<file path="src/gs_pkg.sv">
// Package for the Gauss-Seidel solver core: payload structs, state enum, constants.
// Used by all modules under src.
package gs_pkg;

    localparam int MAX_ORDER_DEF     = 16;
    localparam int COEF_WIDTH_DEF    = 16;
    localparam int FRACTION_BITS_DEF = 16;

    localparam logic [1:0] ST_CONVERGED = 2'd0;
    localparam logic [1:0] ST_NOT_DOM   = 2'd1;
    localparam logic [1:0] ST_LIMIT     = 2'd2;

    localparam logic [1:0] REG_ORDER = 2'd0;
    localparam logic [1:0] REG_TOL   = 2'd1;
    localparam logic [1:0] REG_LIMIT = 2'd2;

    localparam logic signed [63:0] ACC_MAX = 64'sh7FFF_FFFF_FFFF_FFFF;
    localparam logic signed [63:0] ACC_MIN = -64'sh7FFF_FFFF_FFFF_FFFF;

    typedef struct packed {
        logic signed [15:0] coefficient;
        logic               final_element;
    } t_in;

    typedef struct packed {
        logic [3:0]         unknown_index;
        logic signed [47:0] solution_value;
        logic [1:0]         status;
        logic [15:0]        sweeps_done;
        logic               last_result;
    } t_out;

    typedef enum logic [3:0] {
        S_LOAD, S_DOM_RD, S_DOM_ACC, S_DOM_CHK, S_ERR,
        S_ROW_B, S_MAC_RD, S_MAC_MUL, S_MAC_ACC, S_DIV, S_DIV_RUN, S_SWEEP_END,
        S_EMIT
    } t_state;

    typedef struct packed {
        logic               start;
        logic signed [63:0] num;
        logic signed [16:0] den;
    } t_div_req;

endpackage

</file>
<file path="src/gs_div.sv">
// Iterative signed divider: 64-bit dividend by 17-bit divisor, one quotient bit a cycle.
// Truncates toward zero and saturates to 48 bits; uses gs_pkg.
module gs_div (
    input  logic             i_clk,
    input  logic             i_rst_n,
    input  gs_pkg::t_div_req i_req,
    output logic             o_busy,
    output logic signed [47:0] o_quot
);
    import gs_pkg::*;

    logic        r_busy, n_busy;
    logic [6:0]  r_cnt, n_cnt;
    logic [63:0] r_q, n_q;
    logic [16:0] r_rem, n_rem;
    logic [16:0] r_d;
    logic        r_neg;
    logic [17:0] w_trial;
    logic [63:0] w_mag;
    logic signed [64:0] w_sq;

    assign w_trial = {r_rem, r_q[63]} - {1'b0, r_d};

    always_comb begin
        n_busy = r_busy;
        n_cnt  = r_cnt;
        n_q    = r_q;
        n_rem  = r_rem;
        if (i_req.start) begin
            n_busy = 1'b1;
            n_cnt  = 7'd64;
            n_q    = i_req.num[63] ? 64'(-i_req.num) : 64'(i_req.num);
            n_rem  = '0;
        end else if (r_busy) begin
            if (!w_trial[17]) begin
                n_rem = w_trial[16:0];
                n_q   = {r_q[62:0], 1'b1};
            end else begin
                n_rem = {r_rem[15:0], r_q[63]};
                n_q   = {r_q[62:0], 1'b0};
            end
            n_cnt = r_cnt - 7'd1;
            if (r_cnt == 7'd1) n_busy = 1'b0;
        end
    end

    always_ff @(posedge i_clk) begin
        if (!i_rst_n) begin
            r_busy <= 1'b0;
            r_cnt  <= '0;
        end else begin
            r_busy <= n_busy;
            r_cnt  <= n_cnt;
        end
        r_q   <= n_q;
        r_rem <= n_rem;
        if (i_req.start) begin
            r_d   <= i_req.den[16] ? 17'(-i_req.den) : 17'(i_req.den);
            r_neg <= i_req.num[63] ^ i_req.den[16];
        end
    end

    assign o_busy = r_busy;
    assign w_mag  = r_q;
    assign w_sq   = r_neg ? -$signed({1'b0, w_mag}) : $signed({1'b0, w_mag});

    always_comb begin
        if (w_sq > 65'sh7FFF_FFFF_FFFF)
            o_quot = 48'sh7FFF_FFFF_FFFF;
        else if (w_sq < -65'sh8000_0000_0000)
            o_quot = 48'sh8000_0000_0000;
        else
            o_quot = w_sq[47:0];
    end
endmodule

</file>
<file path="config.mk">
export PLATFORM = sky130hd
export DESIGN_NAME = gs_div
export DESIGN_NICKNAME = d
export VERILOG_FILES = /design/src/gs_pkg.sv /design/src/gs_div.sv
export SDC_FILE = /design/constraint.sdc
export NUM_CORES = 1
export LEC_CHECK = 0
export BUFFER_PORTS_ARGS = -buffer_cell sky130_fd_sc_hd__buf_4
export CORE_MARGIN = 4
export CORE_UTILIZATION = 50
export CTS_BUF_LIST = sky130_fd_sc_hd__clkbuf_8
export CTS_CLUSTER_SIZE = 40
export DETAILED_ROUTE_END_ITERATION = 7
export PLACE_DENSITY = 0.7
export SYNTH_ARGS = -nofsm -noshare
export SYNTH_HDL_FRONTEND = slang
export SYNTH_SLANG_ARGS = --single-unit
</file>
<file path="constraint.sdc">
create_clock -name i_clk -period 8.8 [get_ports i_clk]
set_clock_uncertainty 0.1 [all_clocks]
set_input_delay 0.88 -clock i_clk [delete_from_list [all_inputs] [get_ports i_clk]]
set_output_delay 0.88 -clock i_clk [all_outputs]
set_load 0.01 [all_outputs]
</file>
* Word level (Yosys, flattened, before mapping)
Cells that the tools add are included.
** Cells by class
- $add $sub $neg :: 5
- Magnitude comparators :: 2
- Equality and inequality tests :: 1
- Multiplexer cells :: 14
- Bitwise logic cells :: 2
- Reductions and logical operators :: 2
** Operators with widths (number)
- two-way mux 64 bit :: 3
- two-way mux 48 bit :: 2
- greater-than comparator 65 x 48 -> 1 bit, second input constant :: 1
- less-than comparator 65 x 48 -> 1 bit, second input constant :: 1
- two-way mux 65 bit :: 1
- negator 64 -> 65 bit :: 1
- negator 64 bit :: 1
- subtractor 18 x 17 -> 18 bit :: 1
- two-way mux 17 bit :: 1
- negator 17 bit :: 1
- two-way mux 16 bit :: 1
- two-way mux 7 bit :: 2
- == test 7 x 1 -> 1 bit, second input constant :: 1
- subtractor 7 x 1 -> 7 bit, second input constant :: 1
- two-way mux 1 bit :: 4
- nonzero test 2 bit :: 1
- OR reduction 2 bit :: 1
- NOT 1 bit :: 1
- bitwise XOR 1 bit :: 1
** Word-level totals
- Register bits :: 107
- Input port bits :: 84
- Output and inout port bits :: 49
- Logic and storage cells :: 34

* Longest topological paths before layout
- Depth after elaboration :: 5
- Gate-level depth with buffers :: 15

* Least setup slack after synthesis
Ideal clock, no wire load.
- Path type :: register -> output
- Start :: reg r_q[5]
- End :: out o_quot[0]
- Arrival time :: 3686 ps
- Setup slack :: 4134 ps
- Stages on the path, launching flop included :: 14
- Path buffers :: 4
- Cells stage by stage :: edfxtp_1 or4_1 or4_4 buf_6 or4_1 buf_2 or4_4 mux2i_1 a31o_2 nand4b_1 o21a_1 buf_2 buf_6 o21ai_1
** Between the ends
- Cells in the longest elaborated chain, start to end :: 5
- Elaborated cells between the ends (all ways) :: 6
- Classes of those cells :: add/sub (1); order compare (2); mux (3)
** RTL lines
- start: declaration :: RTL line gs_div.sv:14 : logic [63:0] r_q, n_q;
- start signal: assignment :: RTL line gs_div.sv:55 : r_q <= n_q;
- negator 64 -> 65 bit :: RTL line gs_div.sv:65 : assign w_sq = r_neg ? -$signed({1'b0, w_mag}) : $signed({1'b0, w_mag});
- two-way mux 65 bit (*) :: RTL line gs_div.sv:65
- less-than comparator 65 x 48 -> 1 bit :: RTL line gs_div.sv:70 : else if (w_sq < -65'sh8000_0000_0000)
- two-way mux 48 bit :: RTL line gs_div.sv:70
- two-way mux 48 bit (*) :: RTL line gs_div.sv:68 : if (w_sq > 65'sh7FFF_FFFF_FFFF)
- end: declaration :: RTL line gs_div.sv:8 : output logic signed [47:0] o_quot
Every way passes the cells marked *; elsewhere a longest branch is shown, timed or not.

* Worst setup path after layout
- Start :: reg r_q[13]
- End :: out o_quot[8]
The elaborated chain is that of the path after synthesis.

==> impl_metrics.py <==
metrics = {
    "power": {
        "p_leak_nw": 3.76,
        "netSwitchingPower_w": 0.000540,
        "vdd.ir_drop.worst_mv": 0.0723,
        "combPwrFrac_pct": 34.4,
        "swShare_pct": 36.3,
        "p_int_w": 0.000950,
        "powerDensity_nw_per_um2": 146,
        "pwr-share-seq_pct": 45.6,
        "clkPwrFrac_pct": 20.0,
    },
    "min_path": {
        "worstHoldEndpoint": "r_rem[1]$_SDFFE_PP0P_",
        "hold_depth": 2,
        "hp-class": "reg -> reg",
        "min-delay-start": "r_rem[1]$_SDFFE_PP0P_",
    },
    "clock_network": {
        "cts_resized": 0,
        "clock_path_buffers": 2,
        "cts.sinks": 107,
        "cts_hold_buf": 0,
        "cts_buffers": 9,
        "cts_tree": "yes",
        "root_buffer": "clkbuf_8",
        "post_cts_buffers": 0,
        "clk_pin_slew_worst_paths_ns": 0.11,
        "clock_latency_ns": 0.40,
        "htreeDepth": 3,
    },
    "logic_synthesis": {
        "syn_area_per_cell_um2": 8.56,
        "synth-seq-cells": 107,
        "synth_edf_count": 82,
        "synth-xor-area-share_pct": 14.5,
        "synthesis.nets": 1158,
        "yosysWarnings": 0,
        "synth-simple-area-share_pct": 20.1,
        "synth-main-ff-cell": "edfxtp_1",
        "synth_mux_area_share_pct": 2.06,
        "synthAdderAreaFrac_pct": 3.28,
        "synth_compound_area_share_pct": 21.9,
        "yosysSeqAreaShare_pct": 32.9,
        "synth_area_um2": 8990,
        "synth_top_family_by_area": "compound AO/OA/AOI/OAI gates",
        "synthArstFlopShare_pct": 0,
        "synthCells": 1051,
        "synth.distinct_cells": 70,
    },
    "floorplan": {
        "initial_core_util_pct": 51.5,
        "dieArea_um2": 20200,
        "die_h_um": 142,
        "coreArea_um2": 17500,
        "die_w_um": 142,
        "io-pin-count": 133,
        "fp-row-count": 48,
    },
    "global_route": {
        "grt_pass1_vias": 7401,
        "grt_pass1_wl_um": 37100,
        "grt_max_degree": 106,
        "grt_overflow": 0,
        "track_usage_pct": 22.5,
        "antenna_found_initial": 0,
    },
    "status": {
        "status": "finished clean",
    },
    "finish": {
        "n_antenna_cell": 0,
        "fin_nets": 1243,
        "fillCellCount": 1627,
        "area_growth_pct": 13.3,
        "drive_gt1_share_pct": 18.8,
        "final_common_cell": "buf_4",
        "final_cell_mix": "buf_4, nor2_1, xor2_1",
    },
    "sta": {
        "setup_violations": 0,
        "setup_ws_ns": 2.74,
        "relSlewSlack_pct": 21.8,
        "min_period_ns": 6.06,
        "drv_slew": 0,
        "worst_pin_slew_ns": 1.17,
        "finalHoldWorstSlack_ns": 0.413,
        "fmax_ghz": 0.165,
        "finalHoldViolCount": 0,
        "setup_tns_ns": 0,
        "period_share_pct": 68.8,
        "rsz0062_at_grt": "no",
    },
    "setup_path": {
        "timing_worst_setup_path_type": "reg -> out",
        "cp_data_arrival_time_ns": 5.08,
        "r2r-start": "r_q[63]$_DFFE_PP_",
        "start_kind": "flip-flop",
        "critPathMaxFanout": 47,
        "r2r_end": "r_rem[12]$_SDFFE_PP0P_",
        "required_ns": 7.82,
        "crit_path_end_kind": "output pin",
        "reg2regPathDepth": 12,
        "r2r_slack_ns": 5.32,
    },
    "detailed_routing": {
        "first_iter_violations": 531,
        "wl_per_cell_um": 17.2,
        "via_per_inst": 5.88,
        "firstDrtPassIters": 5,
        "antenna_left": 0,
        "drc": 0,
        "wl_um": 23500,
        "vias": 8037,
    },
    "run": {
        "max_cap_violations": 0,
    },
    "placement": {
        "place_congestion": 0.885,
        "dp_hpwl_um": 17500,
        "dp_slack_ns": 3.20,
        "port_buffers": 132,
    },
}
==> how the worst max path moves through the flow <==
stage                            from          to  slack, ns  cells after the start
global placement    r_q[13]$_DFFE_PP_  o_quot[14]       3.42                     10
detailed placement  r_q[13]$_DFFE_PP_   o_quot[8]       3.20                     10
floorplan            r_q[5]$_DFFE_PP_   o_quot[0]       4.13                     13
finish              r_q[13]$_DFFE_PP_   o_quot[8]       2.74                     10
global route        r_q[13]$_DFFE_PP_   o_quot[6]       2.33                     10
CTS                 r_q[13]$_DFFE_PP_   o_quot[8]       2.74                     10
==> stage by stage <==
stage                     util (%)  cells  cell area (um2)  power, W
after detailed placement      57.2   1350            10000   0.00120
after global routing          58.3   1366            10200   0.00158
final                         58.3   1366            10200   0.00149
after floorplan                  -   1051             8990   0.00102
after global placement        57.2   1350            10000   0.00119
after CTS                     58.3   1366            10200   0.00150
==> synth_stat cells, drive strengths merged (6+ instances only) <==
cell      n  area share, %
nor3     20            1.1
or2      15            1.0
a21oi    83            4.6
o31ai    36            3.1
a211oi   12            1.0
clkbuf   51            2.1
nand2    71            3.0
nor4     21            1.7
edfxtp   82             27
o41ai    26            2.5
nand4     9           0.63
mux2i    14            1.6
xnor2    38            3.7
nand3    16           0.89
o21a      8           0.67
xor2    111             11
or4      27            2.3
or3      21            1.5
inv      34            1.4
nand2b   10           0.70
a31oi     6           0.42
buf      14            1.6
nor2    118            4.9
o21ai    93            6.4
nor2b     8           0.56
dfxtp    25            5.6
ha       22            3.1
==> routing by layer <==
layer	vias to the layer above	global-route usage [%]	routed length, um
li1	4038	-	-
met1	3722	31.3	10600
met2	241	36.2	10900
met3	36	2.92	1420
met4	0	7.98	500
met5	-	0	0
==> cell type report <==
type | count | area, um2 | area share, %
Clock buffer | 9 | 124 | 1.22
Clock inverter | 7 | 60.1 | 0.590
Inverter | 35 | 131 | 1.29
Multi-Input combinational cell | 844 | 5580 | 54.8
Sequential cell | 107 | 2960 | 29.1
Tap cell | 225 | 282 | 2.76
Timing Repair Buffer | 139 | 1040 | 10.2
==> registers in the layout (all words and copies together), names as in the netlist <==
name    count
r_rem      17
r_neg       1
r_d        17
r_q        64
r_cnt       7
o_busy      1
==> worst max-delay path, cell delays in order, from the launching register on <==
cell	delay [ns]
edfxtp_1	0.46
or4_1	0.61
or4_1	0.50
nor4_2	0.51
nand2_1	0.36
o41ai_1	0.39
xor2_1	0.25
nand4b_1	0.14
o21a_2	0.93
o21ai_0	0.28
buf_4	0.21
==> cell families after synthesis <==
family	count (synthesis)
buffers and inverters	100
AOI/OAI and AO/OA	297
DFF	107
xor gates and xnor gates	149
adders and majority gates	23
and+or+nand+nor	357
muxes	18
==> power by group through the flow <==
stage / clock, W / sequential, W / combinational, W
after floorplan: 0 / 0.000659 / 0.000366
after global placement: 0 / 0.000687 / 0.000506
after detailed placement: 0 / 0.000689 / 0.000511
after CTS: 0.000306 / 0.000677 / 0.000514
after global routing: 0.000327 / 0.000688 / 0.000567
final: 0.000298 / 0.000680 / 0.000513
Note: power is estimated with default switching activity, not from simulation.
